--- src/tpc_pkg.sv ---
package tpc_pkg;

   localparam int unsigned TICK_WIDTH = 32;
   localparam int unsigned CSR_WIDTH  = 16;
   localparam int unsigned MODE_WIDTH = 3;

   localparam int unsigned FAST_BLINK_HALF = 100;
   localparam int unsigned SLOW_BLINK_HALF = 300;

   localparam logic [2:0] CSR_DEBOUNCE    = 3'd0;
   localparam logic [2:0] CSR_COMBO_HOLD  = 3'd1;
   localparam logic [2:0] CSR_POWER_HOLD  = 3'd2;
   localparam logic [2:0] CSR_MODE_HOLD   = 3'd3;
   localparam logic [2:0] CSR_UPDATE_HOLD = 3'd4;

   localparam logic [1:0] EVT_NONE   = 2'd0;
   localparam logic [1:0] EVT_TOGGLE = 2'd1;
   localparam logic [1:0] EVT_MODE   = 2'd2;
   localparam logic [1:0] EVT_UPDATE = 2'd3;

   typedef struct packed {
      logic task_level;
      logic power_level;
   } req_type;

   typedef struct packed {
      logic                  working;
      logic [MODE_WIDTH-1:0] source_mode;
      logic [1:0]            task_event;
      logic                  config_request;
      logic                  power_off_request;
      logic                  task_led;
   } rsp_type;

   typedef struct packed {
      logic [CSR_WIDTH-1:0] debounce_ms;
      logic [CSR_WIDTH-1:0] combo_hold_ms;
      logic [CSR_WIDTH-1:0] power_hold_ms;
      logic [CSR_WIDTH-1:0] mode_hold_ms;
      logic [CSR_WIDTH-1:0] update_hold_ms;
   } cfg_type;

   typedef struct packed {
      logic step;
      logic wrap;
   } tick_ctl_type;

   typedef struct packed {
      logic fast;
      logic slow;
   } blink_phase_type;

endpackage

--- src/tpc_csr.sv ---
module tpc_csr (
   input  logic                          clock,
   input  logic                          reset,
   input  logic                          write_enable,
   input  logic [2:0]                    index,
   input  logic [tpc_pkg::CSR_WIDTH-1:0] write_data,
   output tpc_pkg::cfg_type              cfg
);
   import tpc_pkg::*;

   cfg_type cfg_ff;
   cfg_type cfg_in;

   always_comb begin
      cfg_in = cfg_ff;
      if (write_enable) begin
         case (index)
            CSR_DEBOUNCE:    cfg_in.debounce_ms    = write_data;
            CSR_COMBO_HOLD:  cfg_in.combo_hold_ms  = write_data;
            CSR_POWER_HOLD:  cfg_in.power_hold_ms  = write_data;
            CSR_MODE_HOLD:   cfg_in.mode_hold_ms   = write_data;
            CSR_UPDATE_HOLD: cfg_in.update_hold_ms = write_data;
            default:         cfg_in = cfg_ff;
         endcase
      end
   end

   always_ff @(posedge clock) begin
      if (reset) begin
         cfg_ff.debounce_ms    <= CSR_WIDTH'(50);
         cfg_ff.combo_hold_ms  <= CSR_WIDTH'(5000);
         cfg_ff.power_hold_ms  <= CSR_WIDTH'(3000);
         cfg_ff.mode_hold_ms   <= CSR_WIDTH'(3000);
         cfg_ff.update_hold_ms <= CSR_WIDTH'(10000);
      end else begin
         cfg_ff <= cfg_in;
      end
   end

   assign cfg = cfg_ff;

endmodule

--- src/tpc_blink.sv ---
module tpc_blink (
   input  logic                     clock,
   input  logic                     reset,
   input  tpc_pkg::tick_ctl_type    tick_ctl,
   output tpc_pkg::blink_phase_type phase
);
   import tpc_pkg::*;

   // The counters track the tick count modulo each half period, so the phase
   // bits equal bit 0 of the tick count divided by the half period.
   localparam int unsigned FAST_W = $clog2(FAST_BLINK_HALF);
   localparam int unsigned SLOW_W = $clog2(SLOW_BLINK_HALF);

   logic [FAST_W-1:0] fast_cnt_ff, fast_cnt_in;
   logic [SLOW_W-1:0] slow_cnt_ff, slow_cnt_in;
   logic              fast_bit_ff, fast_bit_in;
   logic              slow_bit_ff, slow_bit_in;

   always_comb begin
      if (tick_ctl.wrap) begin
         fast_cnt_in = '0;
         fast_bit_in = 1'b0;
         slow_cnt_in = '0;
         slow_bit_in = 1'b0;
      end else begin
         if (fast_cnt_ff == FAST_W'(FAST_BLINK_HALF - 1)) begin
            fast_cnt_in = '0;
            fast_bit_in = !fast_bit_ff;
         end else begin
            fast_cnt_in = fast_cnt_ff + FAST_W'(1);
            fast_bit_in = fast_bit_ff;
         end
         if (slow_cnt_ff == SLOW_W'(SLOW_BLINK_HALF - 1)) begin
            slow_cnt_in = '0;
            slow_bit_in = !slow_bit_ff;
         end else begin
            slow_cnt_in = slow_cnt_ff + SLOW_W'(1);
            slow_bit_in = slow_bit_ff;
         end
      end
   end

   always_ff @(posedge clock) begin
      if (reset) begin
         fast_cnt_ff <= '0;
         fast_bit_ff <= 1'b0;
         slow_cnt_ff <= '0;
         slow_bit_ff <= 1'b0;
      end else if (tick_ctl.step) begin
         fast_cnt_ff <= fast_cnt_in;
         fast_bit_ff <= fast_bit_in;
         slow_cnt_ff <= slow_cnt_in;
         slow_bit_ff <= slow_bit_in;
      end
   end

   assign phase.fast = fast_bit_in;
   assign phase.slow = slow_bit_in;

endmodule

--- src/tpc_core.sv ---
module tpc_core #(
   parameter int unsigned MODE_COUNT = 5
) (
   input  logic                     clock,
   input  logic                     reset,
   input  logic                     step,
   input  tpc_pkg::req_type         item,
   input  tpc_pkg::cfg_type         cfg,
   input  tpc_pkg::blink_phase_type phase,
   output tpc_pkg::tick_ctl_type    tick_ctl,
   output tpc_pkg::rsp_type         result
);
   import tpc_pkg::*;

   logic [TICK_WIDTH-1:0] tick_ff, task_change_ff, task_press_ff, power_press_ff, combo_start_ff;
   logic [TICK_WIDTH-1:0] task_change_in, task_press_in, power_press_in, combo_start_in;
   logic                  prev_task_ff, task_stable_ff, prev_power_ff, power_fired_ff;
   logic                  task_stable_in, power_fired_in;
   logic                  combo_running_ff, combo_handled_ff, working_ff, led_ff;
   logic                  combo_running_in, combo_handled_in, working_in, led_in;
   logic [MODE_WIDTH-1:0] mode_ff, mode_in;

   logic [TICK_WIDTH-1:0] now, start_eff, task_hold, led_hold;
   logic                  task_bit, power_bit, cfg_req, off_req;
   logic [1:0]            event_code;

   assign now       = tick_ff + TICK_WIDTH'(1);
   assign task_bit  = item.task_level;
   assign power_bit = item.power_level;
   assign start_eff = combo_running_ff ? combo_start_ff : now;

   always_comb begin
      combo_running_in = combo_running_ff;
      combo_start_in   = combo_start_ff;
      combo_handled_in = combo_handled_ff;
      power_press_in   = power_press_ff;
      power_fired_in   = power_fired_ff;
      task_press_in    = task_press_ff;
      task_change_in   = task_change_ff;
      task_stable_in   = task_stable_ff;
      working_in       = working_ff;
      mode_in          = mode_ff;
      led_in           = led_ff;
      cfg_req          = 1'b0;
      off_req          = 1'b0;
      event_code       = EVT_NONE;

      if (!task_bit && !power_bit) begin
         combo_running_in = 1'b1;
         combo_start_in   = start_eff;
         if ((now - start_eff) > TICK_WIDTH'(cfg.combo_hold_ms) && !combo_handled_ff) begin
            combo_handled_in = 1'b1;
            cfg_req          = 1'b1;
            power_press_in   = now;
            task_press_in    = now;
         end
      end else begin
         combo_running_in = 1'b0;
         if (task_bit && power_bit) begin
            combo_handled_in = 1'b0;
         end
      end

      if (!power_bit && prev_power_ff) begin
         power_press_in = now;
         power_fired_in = 1'b0;
      end
      if (!power_bit && !prev_power_ff && task_bit && !combo_handled_in && !power_fired_ff
          && (now - power_press_in) > TICK_WIDTH'(cfg.power_hold_ms)) begin
         power_fired_in = 1'b1;
         off_req        = 1'b1;
      end

      task_hold = now - task_press_in;
      if (task_bit != prev_task_ff) begin
         task_change_in = now;
      end
      if ((now - task_change_in) > TICK_WIDTH'(cfg.debounce_ms)
          && task_bit != task_stable_ff) begin
         task_stable_in = task_bit;
         if (!task_bit) begin
            task_press_in = now;
         end else if (!combo_handled_in) begin
            if (task_hold >= TICK_WIDTH'(cfg.update_hold_ms)) begin
               event_code = EVT_UPDATE;
            end else if (task_hold >= TICK_WIDTH'(cfg.mode_hold_ms)) begin
               mode_in    = (mode_ff == MODE_WIDTH'(MODE_COUNT - 1)) ? '0
                                                                     : mode_ff + MODE_WIDTH'(1);
               event_code = EVT_MODE;
            end else begin
               working_in = !working_ff;
               event_code = EVT_TOGGLE;
            end
         end
      end

      led_hold = now - task_press_in;
      if (!task_stable_in && !combo_handled_in) begin
         if (led_hold >= TICK_WIDTH'(cfg.update_hold_ms)) begin
            led_in = !phase.fast;
         end else if (led_hold >= TICK_WIDTH'(cfg.mode_hold_ms)) begin
            led_in = !phase.slow;
         end
      end else begin
         led_in = working_in;
      end
   end

   always_ff @(posedge clock) begin
      if (reset) begin
         tick_ff          <= '0;
         prev_task_ff     <= 1'b1;
         task_stable_ff   <= 1'b1;
         task_change_ff   <= '0;
         task_press_ff    <= '0;
         prev_power_ff    <= 1'b1;
         power_press_ff   <= '0;
         power_fired_ff   <= 1'b0;
         combo_running_ff <= 1'b0;
         combo_start_ff   <= '0;
         combo_handled_ff <= 1'b0;
         working_ff       <= 1'b0;
         mode_ff          <= MODE_WIDTH'(MODE_COUNT - 1);
         led_ff           <= 1'b0;
      end else if (step) begin
         tick_ff          <= now;
         prev_task_ff     <= task_bit;
         task_stable_ff   <= task_stable_in;
         task_change_ff   <= task_change_in;
         task_press_ff    <= task_press_in;
         prev_power_ff    <= power_bit;
         power_press_ff   <= power_press_in;
         power_fired_ff   <= power_fired_in;
         combo_running_ff <= combo_running_in;
         combo_start_ff   <= combo_start_in;
         combo_handled_ff <= combo_handled_in;
         working_ff       <= working_in;
         mode_ff          <= mode_in;
         led_ff           <= led_in;
      end
   end

   assign tick_ctl.step = step;
   assign tick_ctl.wrap = (tick_ff == '1);

   assign result.working           = working_in;
   assign result.source_mode       = mode_in;
   assign result.task_event        = event_code;
   assign result.config_request    = cfg_req;
   assign result.power_off_request = off_req;
   assign result.task_led          = led_in;

endmodule

--- src/two_button_press_classifier_unit.sv ---
// Two-button press classifier. Each input transfer is one millisecond tick carrying the raw
// active-low levels of the task and power buttons, and each tick produces exactly one result
// transfer with the working flag, the mode, the task event, the configuration and power-off
// request pulses and the task LED level. One tick is accepted every clock cycle while
// req_stall is low. A tick passes through the input register, then the result register;
// rsp_stall can hold it in either, and all state updates for a tick happen as it moves
// between them. Hold thresholds are written through the csr_ port, by register index; the
// user must write them only while no tick is in flight, which the block does not enforce.
// The input stall rises only when both registers are full and rsp_stall is high.
module two_button_press_classifier_unit #(
   parameter int unsigned MODE_COUNT = 5
) (
   input  logic                          clock,
   input  logic                          reset,
   input  logic                          req_valid,
   output logic                          req_stall,
   input  tpc_pkg::req_type              req_data,
   output logic                          rsp_valid,
   input  logic                          rsp_stall,
   output tpc_pkg::rsp_type              rsp_data,
   input  logic                          csr_write_enable,
   input  logic [2:0]                    csr_index,
   input  logic [tpc_pkg::CSR_WIDTH-1:0] csr_write_data
);
   import tpc_pkg::*;

   logic            in_valid_ff, in_valid_in;
   req_type         in_data_ff;
   logic            out_valid_ff, out_valid_in;
   rsp_type         out_data_ff;
   logic            accept, advance;
   cfg_type         cfg;
   tick_ctl_type    tick_ctl;
   blink_phase_type phase;
   rsp_type         result;

   assign advance      = in_valid_ff && (!out_valid_ff || !rsp_stall);
   assign req_stall    = in_valid_ff && out_valid_ff && rsp_stall;
   assign accept       = req_valid && !req_stall;
   assign in_valid_in  = accept || (in_valid_ff && !advance);
   assign out_valid_in = advance || (out_valid_ff && rsp_stall);

   always_ff @(posedge clock) begin
      if (reset) begin
         in_valid_ff  <= 1'b0;
         out_valid_ff <= 1'b0;
      end else begin
         in_valid_ff  <= in_valid_in;
         out_valid_ff <= out_valid_in;
      end
   end

   always_ff @(posedge clock) begin
      if (accept) begin
         in_data_ff <= req_data;
      end
      if (advance) begin
         out_data_ff <= result;
      end
   end

   tpc_csr u_csr (
      .clock        (clock),
      .reset        (reset),
      .write_enable (csr_write_enable),
      .index        (csr_index),
      .write_data   (csr_write_data),
      .cfg          (cfg)
   );

   tpc_blink u_blink (
      .clock    (clock),
      .reset    (reset),
      .tick_ctl (tick_ctl),
      .phase    (phase)
   );

   tpc_core #(
      .MODE_COUNT (MODE_COUNT)
   ) u_core (
      .clock    (clock),
      .reset    (reset),
      .step     (advance),
      .item     (in_data_ff),
      .cfg      (cfg),
      .phase    (phase),
      .tick_ctl (tick_ctl),
      .result   (result)
   );

   assign rsp_valid = out_valid_ff;
   assign rsp_data  = out_data_ff;

endmodule

--- config.mk ---
export PLATFORM = sky130hd
export DESIGN_NAME = two_button_press_classifier_unit
export DESIGN_NICKNAME = d
export VERILOG_FILES = /design/src/tpc_pkg.sv /design/src/tpc_csr.sv /design/src/tpc_blink.sv /design/src/tpc_core.sv /design/src/two_button_press_classifier_unit.sv
export SDC_FILE = /design/constraint.sdc
export NUM_CORES = 1
export LEC_CHECK = 0
export ABC_AREA = 1
export BUFFER_PORTS_ARGS = -buffer_cell sky130_fd_sc_hd__buf_2
export CELL_PAD_IN_SITES_DETAIL_PLACEMENT = 2
export CELL_PAD_IN_SITES_GLOBAL_PLACEMENT = 2
export CORE_UTILIZATION = 30
export CTS_CLUSTER_SIZE = 10
export DETAILED_ROUTE_END_ITERATION = 10
export PLACE_DENSITY = 0.7
export SLEW_MARGIN = 25
export SYNTH_ARGS = -nofsm -noshare
export SYNTH_HDL_FRONTEND = slang
export SYNTH_SLANG_ARGS = --single-unit
--- constraint.sdc ---
create_clock -name clock -period 13.6 [get_ports clock]
set_input_delay 2.72 -clock clock [delete_from_list [all_inputs] [get_ports clock]]
set_output_delay 2.72 -clock clock [all_outputs]
set_load 0.005 [all_outputs]
==> reports/qor.yml <==
pwr:
  seqPwrFrac: 0.258
  p_int_mw: 2.05
  power.static_leakage_nw: 13.9
  power_density_nw_per_um2: 127
  fin_total_pwr_mw: 3.53
  clkPwrFrac: 0.310
  switching_share: 0.421
  max-vdd-ir-drop_mv: 0.0763
  power.switching_mw: 1.49
  p_comb_frac: 0.432
sta:
  grt_setup_unrepaired: "false"
  worst_pin_slew_ns: 1.04
  finalCriticalPeriod_ns: 12.22
  fmax_mhz: 81.8
  period_share: 0.899
  slew_violations: 0
  maxSlewHeadroom: 0.308
  clock_skew_ns: 0.0297
  setup-tns-final_ns: 0
  final_hold_viol_count: 0
  setup_viol: 0
drt:
  wl_per_cell_um: 20.3
  drtIter0Drc: 927
  antenna_left: 0
  wl_mm: 101
  drtPass1Iterations: 5
  avgViaCountPerCell: 5.24
  drc: 0
  vias: 26000
critical_path:
  r2r_slack_ns: 1.38
  worstSetupEndpointType: "flip-flop"
  criticalPathCategory: "reg2reg"
  r2r_end: "rsp_data[1]$_DFFE_PP_"
  crit_buf_inv: 7
  cp_data_arrival_time_ns: 12.55
  r2r_start: "u_core.tick_ff[0]$_SDFFE_PP0P_"
  path_common_cell: "nand2_1"
  cp_data_required_time_ns: 13.92
  critPathLaunchType: "flip-flop"
  reg2reg_depth: 59
  cp_top_family: "simple AND/OR/NAND/NOR gates"
  crit_path_max_incr_delay_ns: 0.74
  worstPathMaxFanout: 49
  cp_slowest_cell: "dfxtp_1"
synthesis:
  ys.flop_type: "dfxtp_1"
  synth_compound_area_frac: 0.229
  synth_top_area_share: 0.215
  syn_area_um2: 25200
  synth_cell_types: 59
  yosys-top-cells-area: "dfxtp_1 22%, nand2_1 12%, ha_1 12%"
  synth_nets: 4166
  muxShareOfSynthArea: 0
  ys_async_sr_fraction: 0
  yosys_warnings: 0
  synth-seq-area-share: 0.228
  synth_edf_count: 11
  synth_top_family_by_area: "simple AND/OR/NAND/NOR gates"
  yosys.area_share.simple: 0.255
  yosysTopAreaCell: "dfxtp_1"
  ys_ff_latch: 282
  synth-xor-area-share: 0.0430
  synthAdderAreaFrac: 0.123
  synthCells: 3895
  avgSynthCellArea_um2: 6.48
global_route:
  grt_use_total: 0.235
  grt_pass1_wl_mm: 157
  antenna_found_initial: 7
  grt_pass1_vias: 27800
  grt_max_degree: 134
  gr-total-overflow: 0
floorplanning:
  die_y_um: 292
  ios: 37
  core_um2: 82600
  die_area_um2: 85200
  die_w_um: 292
  core.rowCount: 105
  initial_core_util: 0.305
clock_tree:
  cts_buffers: 41
  clock_sinks: 282
  root_buffer: "clkbuf_16"
  h-tree-depth: 2
  post_cts_buffers: 0
  ctsResizeCount: 0
  clkLatencyLatePin_ns: 0.58
  cts_max_path_buffers: 3
  cts_hold_buf: 0
  cts_tree: "built"
  clkTransAtPathRegs_ns: 0.06
min_path:
  holdPathEnd: "u_csr.cfg[33]$_SDFFE_PP0P_"
  hold_class: "reg2reg"
  holdPathStages: 2
  hp-start: "u_csr.cfg[33]$_SDFFE_PP0P_"
layout:
  final_cell_mix: "801 x nand2_1, 622 x inv_1, 352 x a21oi_1, 325 x o21ai_0, 270 x dfxtp_1"
  drive_gt1_frac: 0.0910
  layout_commonest_cell: "nand2_1"
  syn_to_final_growth_pct: 9.96
  fin_nets: 4145
  design_area_um2: 27700
  utilization: 0.336
placed_design:
  placed_area_um2: 26400
  dp_hpwl_mm: 79.6
  place.gp.congestion: 0.872
  io_buffers: 36
outcome:
  outcome: "complete, no violations"
flow_run:
  cap_violations: 0
## power by group through the flow
stage          Combinational (mW)  Clock [mW]  Sequential [mW]
6_report                     1.53        1.10            0.911
5_1_grt                      1.72        1.15            0.916
4_1_cts                      1.54        1.13            0.911
3_5_place_dp                 1.53           0            0.928
3_3_place_gp                 1.48           0            0.927
2_1_floorplan                1.07           0            0.918
## metrics by stage
stage / hold WS (ns) / std cells / worst slack [ns]
after detailed placement: 0.458 / 4901 / 1.36
after floorplan: 0.435 / 3895 / 4.82
after global routing: 0.486 / 4973 / 0.241
after CTS: 0.472 / 4973 / 1.26
after global placement: 0.453 / 4901 / 1.73
final: 0.469 / 4975 / 1.38
## logic make-up after synthesis
kind of cell	after synthesis
xor gates and xnor gates	123
buffers and inverters	791
DFF	282
adders and majority gates	245
AOI/OAI and AO/OA	994
and+or+nand+nor	1460
## worst register-to-register path: cells and delay by family (launching register included)
family	cells	cell delay, ns
simple gates	34	5.66
xor+xnor	2	0.30
compound gates	11	2.38
buf+inv	7	1.13
flops	1	0.74
fa+ha+maj	5	1.70
## cells in the mapped netlist, types with 4 or more instances
library cell	number
o211ai_1	105
o21bai_1	19
xor2_1	82
edfxtp_1	11
ha_1	240
a221oi_1	4
inv_2	40
clkinv_1	5
nor3_1	35
nor2_4	8
o21a_1	6
nand2_1	801
and2_1	4
a21o_1	12
nand3_2	11
clkbuf_1	80
nand2_4	6
nor2_1	238
buf_1	15
xnor2_1	40
o21ai_1	33
inv_1	624
nor2_2	17
nand2_2	57
nand3b_1	4
or2_2	4
o21ai_0	325
a31oi_1	14
a211oi_1	8
o221ai_1	7
buf_6	7
nand4_1	73
a21boi_0	18
dfxtp_1	271
fa_1	5
a21oi_1	352
nor4_1	9
o21ai_2	77
buf_2	19
nand3_1	174
## worst max path at each step
stage	startpoint	end	slack [ns]	cells after the start
6_report	u_core.tick_ff[0]$_SDFFE_PP0P_	rsp_data[1]$_DFFE_PP_	1.38	59
5_1_grt	u_core.tick_ff[0]$_SDFFE_PP0P_	rsp_data[1]$_DFFE_PP_	0.24	59
4_1_cts	u_core.tick_ff[0]$_SDFFE_PP0P_	rsp_data[1]$_DFFE_PP_	1.26	59
3_5_place_dp	u_core.tick_ff[0]$_SDFFE_PP0P_	rsp_data[1]$_DFFE_PP_	1.36	59
3_3_place_gp	u_core.tick_ff[0]$_SDFFE_PP0P_	rsp_data[1]$_DFFE_PP_	1.73	60
2_1_floorplan	u_core.tick_ff[0]$_SDFFE_PP0P_	rsp_data[1]$_DFFE_PP_	4.82	64
## registers in the layout (all words and copies together), names as in the netlist, 2 cells and up
register and flops:
in_data_ff 2, u_core.mode_ff 3, u_core.power_press_ff 32, u_core.tick_ff 32, rsp_data 9, u_core.task_press_ff 32, u_core.combo_start_ff 32, u_blink.fast_cnt_ff 7
u_csr.cfg 80, u_blink.slow_cnt_ff 9, u_core.task_change_ff 32
## cell type report
| cell class | instances | area [um^2] |
|---|---|---|
| multi-input cells | 2822 | 16400 |
| fillers | 10100 | 54900 |
| well taps | 1070 | 1340 |
| inverters | 670 | 2520 |
| diodes | 2 | 5.00 |
| clock buffers | 56 | 1160 |
| clock inverters | 16 | 163 |
| flip-flops and latches | 282 | 5760 |
| repair buffers | 57 | 353 |
## routing by layer
metal  global-route usage  vias up  part of all wire
li1                     -    12800                 -
met1                0.313    12900              0.48
met2                0.404      240              0.47
met3               0.0237      103             0.029
met4               0.0591        0             0.021
met5                    0        -                 0
No activity file was read; power rests on OpenSTA's default activity.
